==> config.mk <==
export PLATFORM = sky130hd
export DESIGN_NAME = rcol_search
export DESIGN_NICKNAME = d
export VERILOG_FILES = /design/src/rtl/rcol_pkg.sv /design/src/rtl/rcol_search.sv
export SDC_FILE = /design/constraint.sdc
export NUM_CORES = 1
export LEC_CHECK = 0
export BUFFER_PORTS_ARGS = -buffer_cell sky130_fd_sc_hd__buf_2
export CAP_MARGIN = 10
export CORE_MARGIN = 4
export CORE_UTILIZATION = 49
export CTS_CLUSTER_SIZE = 28
export DETAILED_ROUTE_END_ITERATION = 6
export GPL_TIMING_DRIVEN = 0
export PLACE_DENSITY = 0.76
export SYNTH_ARGS = -nofsm -noshare
export SYNTH_HDL_FRONTEND = slang
export SYNTH_SLANG_ARGS = --single-unit
==> constraint.sdc <==
create_clock -name clk_i -period 5.8 [get_ports clk_i]
set_clock_uncertainty 0.15 [all_clocks]
set_input_delay 0.29 -clock clk_i [delete_from_list [all_inputs] [get_ports clk_i]]
set_output_delay 0.29 -clock clk_i [all_outputs]
set_load 0.005 [all_outputs]
==> src/rtl/rcol_pkg.sv <==
`default_nettype none
package rcol_pkg;

  // result offset width: sum of two Q8.8 offsets
  localparam int unsigned TOTAL_W = 17;
  // width of the default offset registers
  localparam int unsigned CFG_W = 16;

  // run record acceptance and small-detector tower limits
  localparam logic [15:0] MIN_ENTRIES   = 16'd100;
  localparam logic [5:0]  SMALL_ROW_MAX = 6'd35;
  localparam logic [6:0]  SMALL_COL_MAX = 7'd71;

  // register select codes (paddr bit 2)
  localparam logic REG_DEFAULT_RUN   = 1'b0;
  localparam logic REG_DEFAULT_TOWER = 1'b1;

  typedef enum logic [1:0] {
    OP_LOAD_SMALL = 2'd0,
    OP_LOAD_LARGE = 2'd1,
    OP_LOAD_TOWER = 2'd2,
    OP_QUERY      = 2'd3
  } rcol_op_e;

  typedef enum logic [2:0] {
    ST_OK          = 3'd0,
    ST_REJECTED    = 3'd1,
    ST_FULL        = 3'd2,
    ST_BAD_INDEX   = 3'd3,
    ST_SMALL_RANGE = 3'd4
  } rcol_status_e;

  typedef enum logic [2:0] {
    S_CLEAR,
    S_IDLE,
    S_EXEC,
    S_SEARCH,
    S_FINISH
  } rcol_state_e;

  // run table walk result
  typedef struct packed {
    logic               done;
    logic [TOTAL_W-1:0] small_ofs;
    logic [TOTAL_W-1:0] large_ofs;
  } rcol_search_rsp_t;

  // sign-extend a default offset register to result width
  function automatic logic [TOTAL_W-1:0] sext_cfg(logic [CFG_W-1:0] v);
    return TOTAL_W'($signed(v));
  endfunction

endpackage
`default_nettype wire

==> src/rtl/rcol_search.sv <==
`default_nettype none
module rcol_search import rcol_pkg::*; #(
  parameter int unsigned MAX_RUNS = 1024,
  parameter int unsigned OFS_W = 16,
  localparam int unsigned AW = $clog2(MAX_RUNS),
  localparam int unsigned CW = $clog2(MAX_RUNS + 1)
) (
  input  wire logic             clk_i,
  input  wire logic             rst_ni,
  input  wire logic             start_i,
  input  wire logic [23:0]      run_i,
  input  wire logic [CW-1:0]    n_small_i,
  input  wire logic [CW-1:0]    n_large_i,
  input  wire logic [CFG_W-1:0] default_run_i,
  input  wire logic [23:0]      small_num_i,
  input  wire logic [OFS_W-1:0] small_ofs_i,
  input  wire logic [23:0]      large_num_i,
  input  wire logic [OFS_W-1:0] large_ofs_i,
  output logic                  re_o,
  output logic [AW-1:0]         raddr_o,
  output rcol_search_rsp_t      rsp_o
);

  localparam int unsigned EXT_W = (OFS_W > TOTAL_W) ? OFS_W : TOTAL_W;

  function automatic logic [TOTAL_W-1:0] ext_ofs(logic [OFS_W-1:0] v);
    logic [EXT_W-1:0] w;
    w = EXT_W'($signed(v));
    return w[TOTAL_W-1:0];
  endfunction

  logic                   busy_q;
  logic [AW-1:0]          idx_q;
  logic [1:0][23:0]       prev_num_q;
  logic [1:0][OFS_W-1:0]  prev_ofs_q;
  logic [1:0]             found_q;
  logic [1:0]             found_d;
  logic [1:0][TOTAL_W-1:0] res_q;
  logic [1:0][TOTAL_W-1:0] res_d;
  logic [1:0][TOTAL_W-1:0] fin_ofs;
  logic [1:0][23:0]       cur_num;
  logic [1:0][OFS_W-1:0]  cur_ofs;
  logic [1:0][CW-1:0]     cnt;
  logic [1:0]             hit_pair;
  logic [1:0]             at_end;
  rcol_search_rsp_t       rsp_q;
  logic [CW-1:0]          scan_n;
  logic [CW-1:0]          idx_ext;
  logic [CW-1:0]          idx_nxt;
  logic                   last;
  logic                   walk_done;

  assign cur_num = {large_num_i, small_num_i};
  assign cur_ofs = {large_ofs_i, small_ofs_i};
  assign cnt     = {n_large_i, n_small_i};

  // walk covers the longer of the two tables
  assign scan_n  = (n_small_i > n_large_i) ? n_small_i : n_large_i;
  assign idx_ext = CW'(idx_q);
  assign idx_nxt = idx_ext + CW'(1);
  assign last    = idx_nxt >= scan_n;

  // per table: first interval holding the run, else the last entry
  always_comb begin
    for (int l = 0; l < 2; l++) begin
      hit_pair[l] = busy_q && !found_q[l] && (idx_ext != '0) && (idx_ext < cnt[l]) &&
                    (prev_num_q[l] <= run_i) && (cur_num[l] > run_i);
      at_end[l]   = busy_q && !found_q[l] && (cnt[l] != '0) && (idx_ext == cnt[l] - CW'(1));
      found_d[l]  = found_q[l] | hit_pair[l];
      if (hit_pair[l]) begin
        res_d[l] = ext_ofs(prev_ofs_q[l]);
      end else if (at_end[l]) begin
        res_d[l] = ext_ofs(cur_ofs[l]);
      end else begin
        res_d[l] = res_q[l];
      end
      fin_ofs[l] = (cnt[l] == '0) ? sext_cfg(default_run_i) : res_d[l];
    end
  end

  // read address: entry 0 at start, then one entry per cycle
  assign re_o    = (start_i && (scan_n != '0)) || (busy_q && !last);
  assign raddr_o = start_i ? '0 : AW'(idx_nxt);

  // walk ends at once for empty tables, else after the last entry
  assign walk_done = start_i ? (scan_n == '0) : (busy_q && last);

  // walk control
  always_ff @(posedge clk_i or negedge rst_ni) begin
    if (!rst_ni) begin
      busy_q <= 1'b0;
      rsp_q  <= '0;
    end else begin
      if (start_i) begin
        busy_q <= (scan_n != '0);
      end else if (busy_q && last) begin
        busy_q <= 1'b0;
      end
      rsp_q.done <= walk_done;
      if (walk_done) begin
        rsp_q.small_ofs <= fin_ofs[0];
        rsp_q.large_ofs <= fin_ofs[1];
      end
    end
  end

  // walk datapath
  always_ff @(posedge clk_i) begin
    if (start_i) begin
      idx_q   <= '0;
      found_q <= '0;
    end else if (busy_q) begin
      idx_q      <= AW'(idx_nxt);
      found_q    <= found_d;
      res_q      <= res_d;
      prev_num_q <= cur_num;
      prev_ofs_q <= cur_ofs;
    end
  end

  assign rsp_o = rsp_q;

endmodule
`default_nettype wire

==> qor.csv, run 1 <==
stage;metric;value;unit
synth;synthesis.instances;1040;
detailed_routing;drc;0;
cells_and_area;drive_gt1_frac;0.214;
floorplan;initial_utilization;0.501;
synth;synth.cell_area;11000;sq um
setup_path;worstSetupStartpointType;input pin;
synth;syn_nets;1327;
clocking;cts-root-buf;clkbuf_16;
synth;synth_edf_count;114;
sta;slew_headroom;0.268;
cells_and_area;layout_common_cells;195 x buf_2, 142 x ha_1, 114 x edfxtp_1;
synth;yosysWarnings;0;
detailed_routing;routed_wl;31100;um
floorplan;die-height;158;um
cells_and_area;fin_cells;1625;
synth;synthArstFlopShare;0.222;
clocking;clockBufferDepth;2;
clocking;path_clk_slew;0.08;ns
setup_path;crit_type;in2reg;
flow_run;maxCapViolCount;0;
sta;fmax;190;MHz
synth;synth_flop_cell;edfxtp_1;
setup_path;cp-end-kind;flop;
synth;yosysUniqueCellTypes;72;
status;run_status;completed;
setup_path;cp_max_fo;10;
floorplan;rows;54;
sta;drv_slew;0;
placement;dp.cells;1510;
setup_path;cp.arrival;5.43;ns
sta;tns;0;ns
global_routing;grt-ovfl-total;0;
sta;rsz0062_at_grt;no;
global_routing;track_usage;0.249;
floorplan;dieArea;24800;sq um
setup_path;ff2ff_path_depth;12;
cells_and_area;final_common_cell;buf_2;
detailed_routing;drt_iter0_markers;832;
global_routing;grt_max_degree;69;
detailed_routing;firstDrtPassIters;6;
floorplan;die_w;158;um
detailed_routing;vias;9445;
clocking;tritoncts;done;
placement;hpwl;23400;um
detailed_routing;ant_nets;0;
clocking;numCtsBuffers;17;
hold_path;hold_path_class;in2reg;
floorplan;pin_count;191;
sta;fin_crit_sh;0.906;
setup_path;cp_slowest_cell;nor4_1;
synth;ys_seq_area_frac;0.416;
synth;synth_area_per_cell;10.5;sq um
setup_path;cp_slowest_stage_delay;0.52;ns
clocking;htree_levels;4;
cells_and_area;nets;1617;
floorplan;coreArea;21900;sq um
sta;setup_viol;0;
sta;timing.final.crit_period;5.25;ns
clocking;cts.repair.resized;0;
global_routing;grt_pass1_vias;9576;
placement;routabilityCongestion;0.910;
global_routing;antenna_found_initial;2;
cells_and_area;synthToLayoutAreaGrowth;25.2;%
setup_path;cp.required;5.97;ns
clocking;clkSinkCount;162;
detailed_routing;wl_per_cell;19.1;um
power;pwr_density_cell;239;nW/um^2
power;ir_drop;0.201;mV
clocking;insertion_delay;0.44;ns
placement;numPortBuffers;189;
setup_path;critical_path.cell_chain;buf_2 > inv_1 > ha_1 > nand2_1 > nor4_1 > o21ai_0 > nand2_1 > and2_1 > clkbuf_1 > nor2_1 > a21oi_1 > ha_1 > a21o_1 > a2111oi_0 > o21ai_0 > a221oi_1 > o211ai_2 > clkbuf_1 > mux2_2;
power;leakage;6.14;nW
sta;hold_viol_final;0;
detailed_routing;via_per_inst;5.81;
hold_path;hold_depth;4;
global_routing;grt_first_pass_wirelength;48800;um
synth;synth_seq_cells;162;
sta;tightest_slew;1.09;ns
[power by group]
group	total (mW)	leakage [nW]	switching [mW]	internal, mW
logic	0.700	4.18	0.381	0.319
clock network	1.17	0.298	0.578	0.594
registers	1.42	1.65	0.0534	1.36
total	3.29	6.14	1.01	2.28
[cells by family after synthesis]
group	Yosys count	share of synthesized area
buffers and inverters	122	0.0453
and+or+nand+nor	257	0.125
AOI/OAI and AO/OA	233	0.139
adders and majority gates	142	0.162
xor gates and xnor gates	39	0.0311
DFF	162	0.416
muxes	85	0.0820
[final timing paths]
check | start | end | slack, ns
worst min register to register | rsp_o[3] | rsp_o[3] | 0.35
min in group asynchronous | rst_ni | rsp_o[9] | 0.37
worst min-delay path | default_run_i[8] | rsp_o[25] | 0.17
max in group asynchronous | rst_ni | rsp_o[4] | 4.56
worst max register to register | idx_q[2] | rsp_o[22] | 1.39
worst max-delay path | n_large_i[10] | rsp_o[22] | 0.55
[flip-flops by register name, summed over array words and instances, names as in the netlist]
name and count:
res_q 34, found_q 2, rsp_o 35, idx_q 10
prev_num_q 48, prev_ofs_q 32, busy_q 1
[Yosys cell counts, types with 6 or more instances]
master    count  area (sq um)
o21ai_0      24           120
buf_2         6          30.0
ha_1        142          1780
nand2_1      34           128
a21o_1       12          90.1
nor2_1       70           263
o211ai_1      8          60.1
inv_1        75           282
nor4_1       31           194
a211oi_1     17           128
clkbuf_1     34           128
nand3_1      16          80.1
dfxtp_1      12           240
xor2_1       19           166
mux2_2       39           439
nand2b_1     18           113
a21oi_1     101           505
o41ai_1      15           131
dfrtp_1      36           901
mux2i_1      46           460
nand4_1      32           200
edfxtp_1    114          3420
nor3_1        8          40.0
xnor2_1      20           175
nor2b_1      21           131
o21a_1        8          60.1
[layer usage]
layer  GRT usage  vias up  wire [um]
met3      0.0440       69       1920
met5           0        -          0
met1       0.331     4487      13400
met2       0.408      383      14600
li1            -     4506          -
met4      0.0942        0       1150
[stage by stage]
stage	utilization	hold WS, ns	setup slack, ns	power [mW]	cell area, sq um
6_report	0.628	0.172	0.547	3.29	13700
3_3_place_gp	0.560	0.296	0.263	2.06	12300
5_1_grt	0.628	0.181	0.0762	3.45	13700
4_1_cts	0.628	0.169	0.553	3.29	13700
3_5_place_dp	0.562	0.309	0.103	2.09	12300
2_1_floorplan	-	-0.156	1.47	1.82	11000
[critical path: cells and delay by family]
family | cells | cell delay [ns]
compound gates | 7 | 2.13
buf+inv | 4 | 1.02
simple gates | 5 | 1.02
fa+ha+maj | 2 | 0.60
mux | 1 | 0.35
[layout make-up]
class | count | area (sq um)
diodes | 2 | 5.00
clock buffers | 17 | 425
repair buffers | 271 | 1780
well taps | 280 | 350
multi-input cells | 756 | 5910
plain buffers | 46 | 211
clock inverters | 15 | 203
fillers | 1796 | 8150
flip-flops and latches | 162 | 4560
inverters | 76 | 288
[timing repair]
action,4_1_cts,5_1_grt
hold endpoints to repair,116,0
endpoints found under the setup margin,0,0
buffers inserted,0,0
hold buffers,81,0
Note: power is estimated with default switching activity, not from simulation.
==> inputs of run 2 (changes only) <==
PLACE_DENSITY = 0.79   (was 0.76)
clock period = 4.5 ns   (was 5.8 ns; I/O delays follow)
==> run 2 against run 1 <==
Sequential power up 29%. Cell area grew 0.26%. Critical path depth fell by 7. Register-to-register slack lost 1.1 ns. Die area is the same. Clock-buffer cell count is the same. Sequential share of layout area shrank 0.088 points. Utilization is 0.17 points higher. Critical endpoint is now res_q[28]. Highest routed layer unchanged.
==> qor.csv, run 2 (synthesized netlist as in run 1, its figures left out) <==
stage;metric;value;unit;change
status;run_status;completed;;
hold_path;min_delay_worst_endpoint;rsp_o[30];;
power;pwr_density_cell;306;nW/um^2;+28%
detailed_routing;wl_per_cell;19.7;um;+3.2%
clocking;path_clk_slew;0.08;ns;about the same
sta;hold_ws;0.119;ns;-0.0535 ns
cells_and_area;drive_gt1_frac;0.219;;+0.00563
detailed_routing;routed_wl;32100;um;+3.4%
placement;place_ws;-1.18;ns;-1.28 ns
sta;fin_ws;0.210;ns;-0.336 ns
global_routing;antenna_found_initial;3;;+1
setup_path;regToRegSetupSlack;0.31;ns;-1.08 ns
clocking;clkSinkCount;162;;unchanged
clocking;tritoncts;done;;
floorplan;rows;54;;unchanged
floorplan;dieArea;24800;sq um;unchanged
sta;slew_headroom;0.302;;+0.0337
sta;fin_crit_sh;0.953;;
sta;drv_slew;0;;unchanged
detailed_routing;via_per_inst;5.88;;+1.1%
global_routing;track_usage;0.255;;+0.00590
cells_and_area;top_register;prev_num_q;;
power;leakage;6.14;nW;+0.16%
detailed_routing;ant_nets;0;;unchanged
cells_and_area;synthToLayoutAreaGrowth;25.6;%;
global_routing;grt_max_degree;72;;+4.3%
cells_and_area;layout_common_cells;195 x buf_2, 142 x ha_1, 114 x edfxtp_1;;
power;combPwrFrac;0.218;;+0.005
flow_run;maxCapViolCount;0;;unchanged
floorplan;coreArea;21900;sq um;unchanged
setup_path;cp_slowest_cell;nor4_1;;
setup_path;r2r-end;res_q[5];;
setup_path;critical_path.cell_chain;dlygate4sd3_1 > buf_2 > ha_1 > nand4_1 > nor4_1 > a221o_1 > a31oi_1 > a211o_1 > clkbuf_1 > nor2_2 > clkbuf_1 > mux2i_1;;
cells_and_area;nets;1619;;+0.12%
global_routing;grt-ovfl-total;0;;unchanged
global_routing;grt_pass1_vias;9710;;+1.4%
sta;hold_viol_final;0;;unchanged
hold_path;hold_depth;4;;unchanged
placement;routabilityCongestion;0.918;;+0.90%
floorplan;pin_count;191;;unchanged
clocking;numCtsBuffers;17;;unchanged
placement;dp.cells;1510;;unchanged
hold_path;hold_path_class;in2reg;;
sta;rsz0062_at_grt;no;;
setup_path;cp.required;4.50;ns;-1.47 ns
clocking;cts-root-buf;clkbuf_16;;
floorplan;initial_utilization;0.501;;unchanged
cells_and_area;final_common_cell;buf_2;;
floorplan;die_w;158;um;unchanged
detailed_routing;drt_iter0_markers;892;;+7.2%
setup_path;worstSetupStartpointType;input pin;;
power;clkPwrFrac;0.349;;-0.007
placement;hpwl;23600;um;+0.80%
power;internal_power;2.93;mW;+29%
setup_path;crit_type;in2reg;;
setup_path;ff2ff_path_depth;10;;-2
cells_and_area;n_fill_cell;1742;;-3.0%
detailed_routing;vias;9570;;+1.3%
sta;tns;0;ns;unchanged
power;ir_drop;0.259;mV;+29%
detailed_routing;firstDrtPassIters;6;;unchanged
setup_path;cp-end-kind;flop;;
setup_path;crit_family;buffers and inverters;;
floorplan;die-height;158;um;unchanged
setup_path;path_buf_inv;4;;unchanged
setup_path;cp_max_fo;10;;unchanged
clocking;htree_levels;4;;unchanged
hold_path;hold_start;default_run_i[13];;
power;p_sw_frac;0.307;;-0.00117
global_routing;grt_first_pass_wirelength;49500;um;+1.5%
cells_and_area;largest_reg_flops;48;;unchanged
setup_path;cpMostUsedCell;clkbuf_1;;
placement;numPortBuffers;189;;unchanged
setup_path;cp_slowest_stage_delay;0.70;ns;+0.18 ns
clocking;clockBufferDepth;2;;unchanged
power;p_switching;1.29;mW;+28%
setup_path;r2r-start;prev_num_q[23];;
cells_and_area;fin_cells;1628;;+0.18%
clocking;insertion_delay;0.43;ns;about the same
sta;tightest_slew;1.04;ns;-0.0501 ns
detailed_routing;drc;0;;unchanged
placement;dpl-instance-area;12300;sq um;unchanged
sta;setup_viol;0;;unchanged
cells_and_area;fin_area;13800;sq um;+0.26%
sta;fmax;233;MHz;
setup_path;cp.arrival;4.28;ns;-1.15 ns
sta;timing.final.crit_period;4.29;ns;
power;power_frac_seq;0.434;;+0.003
## run 2: cell count changes in the layout (fill, tap and decap cells not counted), moves of 2 or more
cell        before  now
clkbuf_1        34   31
clkinv_8         7    4
inv_6            3    0
o21ai_0         24   22
clkbuf_2         1    3
buf_4            1    3
clkinvlp_4       1    3
inv_8            2    6
## run 2: cell type report
cell class                      count  area [sq um]  area share
Buffer                             46           218      0.0158
Clock inverter                     15           180      0.0131
Multi-Input combinational cell    756          5950       0.432
Sequential cell                   162          4560       0.331
Tap cell                          280           350      0.0254
Timing Repair Buffer              273          1800       0.131
Clock buffer                       17           425      0.0309
Inverter                           76           288      0.0209
Antenna cell                        3          7.51    0.000545
## run 2: worst max path at each step
stage / to / slack [ns] / cells after the start / startpoint
after global placement: rsp_o[24] / -1.07 / 19 / n_large_i[10]
after floorplan: rsp_o[21] / 0.23 / 18 / n_large_i[10]
after CTS: re_o / 0.04 / 18 / n_large_i[10]
after global routing: res_q[14] / 0.06 / 11 / prev_num_q[23]
final: res_q[28] / 0.21 / 12 / large_num_i[19]
after detailed placement: rsp_o[27] / -1.18 / 19 / n_large_i[10]
## run 2: repair_timing
action | in CTS | in global routing
pin swaps | 1 | 3
endpoints found under the hold margin | 116 | 0
gates resized for setup | 9 | 3
endpoints found under the setup margin | 36 | 31
buffers inserted | 0 | 2
hold buffers | 81 | 0
## run 2: worst min-delay path: cells and delay by family
family          cells  cell delay (ns)
buf+inv             1             0.09
mux                 1             0.17
compound gates      1             0.15
simple gates        1             0.04
## run 2: power groups by stage
stage | Sequential, mW | Combinational (mW) | Clock (mW)
finish | 1.83 | 0.918 | 1.47
global route | 1.84 | 1.02 | 1.55
CTS | 1.83 | 0.902 | 1.49
detailed placement | 1.86 | 0.839 | 0
global placement | 1.86 | 0.800 | 0
floorplan | 1.85 | 0.487 | 0
## run 2: stage by stage
| stage | power [mW] | utilization |
|---|---|---|
| finish | 4.22 | 0.629 |
| detailed placement | 2.70 | 0.562 |
| global route | 4.41 | 0.629 |
| CTS | 4.22 | 0.628 |
| floorplan | 2.34 | - |
| global placement | 2.66 | 0.560 |
## run 2: metal layers
layer / global-route usage / routed length, um / up-vias / part of all wire
met2: 0.429 / 15600 / 439 / 0.48
met5: 0 / 0 / - / 0
li1: - / - / 4522 / -
met3: 0.0350 / 1930 / 77 / 0.060
met1: 0.332 / 13500 / 4532 / 0.42
met4: 0.104 / 1180 / 0 / 0.037
==> inputs of run 3 (changes only) <==
clock period = 3.8 ns   (was 4.5 ns; I/O delays follow)
==> run 3 against run 2 <==
First-iteration DRC count down 4.7%. Utilization up 2.1 points. Cell area up 3.3%. Register-to-register slack lost 0.21 ns. Critical path type is now reg2reg. Final cell count is 0.74% higher. Clock power increased by 27%. Clock-buffer cell count unchanged. Sequential power increased by 19%. Global-route usage fell by 0.52 points. Non-clock buffer count grew 12. Sequential share of layout area shrank 1.1 points. Worst hold slack got worse by 0.060 ns.
==> qor.csv, run 3 (synthesized netlist as in run 1, its figures left out) <==
stage;metric;value;unit;change
cells_and_area;multiInputGateArea;6140;sq um;+3.3%
floorplan;pin_count;191;;unchanged
cells_and_area;n_fill_cell;1654;;-5.1%
setup_path;path_buf_inv;1;;-3
sta;drv_slew;0;;unchanged
clocking;cts-root-buf;clkbuf_16;;
clocking;numCtsBuffers;17;;unchanged
sta;timing.final.crit_period;3.70;ns;
sta;slew_headroom;0.315;;+0.0131
placement;routabilityCongestion;0.987;;+7.5%
global_routing;track_usage;0.250;;-0.00522
global_routing;grt_pass1_vias;9636;;-0.76%
status;run_status;completed;;
global_routing;antenna_found_initial;3;;unchanged
detailed_routing;routed_wl;32300;um;+0.45%
cells_and_area;regArea;4570;sq um;about the same
detailed_routing;via_per_inst;5.89;;+0.25%
cells_and_area;top_register;prev_num_q;;
clocking;tritoncts;done;;
global_routing;grt_max_degree;72;;unchanged
floorplan;die_w;158;um;unchanged
setup_path;critical_path.cell_chain;ha_1 > nor2b_1 > o211ai_1 > a21oi_1 > o31ai_1 > o211ai_1 > or2_2 > clkbuf_1 > o311ai_0 > o22ai_1;;
clocking;htree_levels;4;;unchanged
detailed_routing;firstDrtPassIters;6;;unchanged
setup_path;cpMostUsedCell;o211ai_1;;
cells_and_area;synthToLayoutAreaGrowth;29.8;%;
detailed_routing;wl_per_cell;19.7;um;-0.28%
power;leakage;6.31;nW;+2.7%
setup_path;cp_slowest_cell;o31ai_1;;
power;pwr_density_cell;364;nW/um^2;+19%
setup_path;cp_slowest_stage_delay;0.58;ns;-0.12 ns
placement;numPortBuffers;189;;unchanged
global_routing;grt-ovfl-total;0;;unchanged
setup_path;crit_type;reg2reg;;
placement;hpwl;23300;um;-1.3%
floorplan;initial_utilization;0.501;;unchanged
flow_run;maxCapViolCount;0;;unchanged
floorplan;coreArea;21900;sq um;unchanged
setup_path;cp.arrival;3.85;ns;-0.43 ns
sta;setup_viol;0;;unchanged
cells_and_area;final_common_cell;buf_2;;
floorplan;dieArea;24800;sq um;unchanged
detailed_routing;vias;9665;;+0.99%
power;ir_drop;0.334;mV;+29%
cells_and_area;drive_gt1_frac;0.262;;+0.0430
setup_path;cp-end-kind;flop;;
cells_and_area;fin_cells;1640;;+0.74%
detailed_routing;drc;0;;unchanged
sta;hold_viol_final;0;;unchanged
floorplan;die-height;158;um;unchanged
clocking;clockBufferDepth;2;;unchanged
detailed_routing;drt_iter0_markers;850;;-4.7%
setup_path;cp_max_fo;8;;-2
clocking;insertion_delay;0.44;ns;about the same
setup_path;cp.required;3.95;ns;-0.55 ns
cells_and_area;nets;1631;;+0.74%
sta;tightest_slew;1.02;ns;-0.0194 ns
detailed_routing;ant_nets;0;;unchanged
sta;hold_ws;0.0588;ns;-0.0600 ns
floorplan;rows;54;;unchanged
cells_and_area;largest_reg_flops;48;;unchanged
setup_path;crit_family;compound AO/OA/AOI/OAI gates;;
sta;fmax;270;MHz;
placement;dp.cells;1510;;unchanged
setup_path;worstSetupStartpointType;flop;;
global_routing;grt_first_pass_wirelength;49200;um;-0.56%
cells_and_area;layout_common_cells;183 x buf_2, 136 x ha_1, 114 x edfxtp_1;;
sta;fin_crit_sh;0.975;;
clocking;path_clk_slew;0.08;ns;about the same
hold_path;hold_path_class;in2reg;;
clocking;clkSinkCount;162;;unchanged
-- run 3: changes by cell type in the layout (fill, tap and decap cells not counted), moves of 6 or more --
cell	previous run	this run
buf_2	195	183
buf_4	3	19
clkbuf_1	31	22
clkbuf_2	3	10
ha_1	142	136
ha_4	0	6
inv_1	74	65
-- run 3: final timing paths --
check,from,to,slack [ns],cells after the start
worst max-delay path,idx_q[1],rsp_o[33],0.1,10
worst min-delay path,default_run_i[6],rsp_o[23],0.06,4
worst max register to register,idx_q[1],rsp_o[33],0.1,10
worst min register to register,rsp_o[17],rsp_o[17],0.36,1
max in group asynchronous,rst_ni,rsp_o[1],2.66,2
min in group asynchronous,rst_ni,rsp_o[26],0.26,2
-- run 3: worst min-delay path: cells and delay by family --
family          cells  cell delay, ns
buf+inv             1            0.08
simple gates        1            0.04
compound gates      1            0.14
mux                 1            0.16
-- run 3: layout make-up --
class                           instances  share of cell area
Antenna cell                            3            0.000527
Buffer                                 46              0.0193
Clock buffer                           17              0.0299
Clock inverter                         15              0.0158
Inverter                               76              0.0211
Multi-Input combinational cell        756               0.431
Sequential cell                       162               0.321
Tap cell                              280              0.0246
Timing Repair Buffer                  285               0.137
-- run 3: what timing repair did --
| item | CTS | global route |
|---|---|---|
| hold endpoints to repair | 116 | 0 |
| setup endpoints to repair | 55 | 63 |
| pin swaps | 7 | 14 |
| resized for setup | 34 | 63 |
| hold buffers | 81 | 0 |
| buffers inserted | 3 | 10 |
| gates cloned | 0 | 1 |
-- run 3: per-stage QoR --
step	utilization	setup TNS [ns]	power, mW	setup WS (ns)	instance area (sq um)
after floorplan	-	0	2.78	0.0163	11000
after global placement	0.563	-112.30	3.15	-0.864	12300
after detailed placement	0.564	-39.54	3.19	-0.927	12300
after CTS	0.637	-0.0153	5.13	-0.0153	13900
after global routing	0.650	-0.775	5.41	-0.0659	14200
final	0.650	0	5.19	0.0967	14200
-- run 3: where the power goes --
group	total, mW	switching [mW]	leakage, nW	internal (mW)
Combinational	1.15	0.619	4.34	0.535
Clock	1.87	0.930	0.313	0.935
Sequential	2.17	0.0860	1.66	2.08
-- run 3: per-layer routing --
metal	part of all wire	track usage	routed length (um)
met1	0.41	0.329	13300
met3	0.066	0.0320	2140
met4	0.041	0.111	1330
met5	0	0	0
met2	0.48	0.413	15500
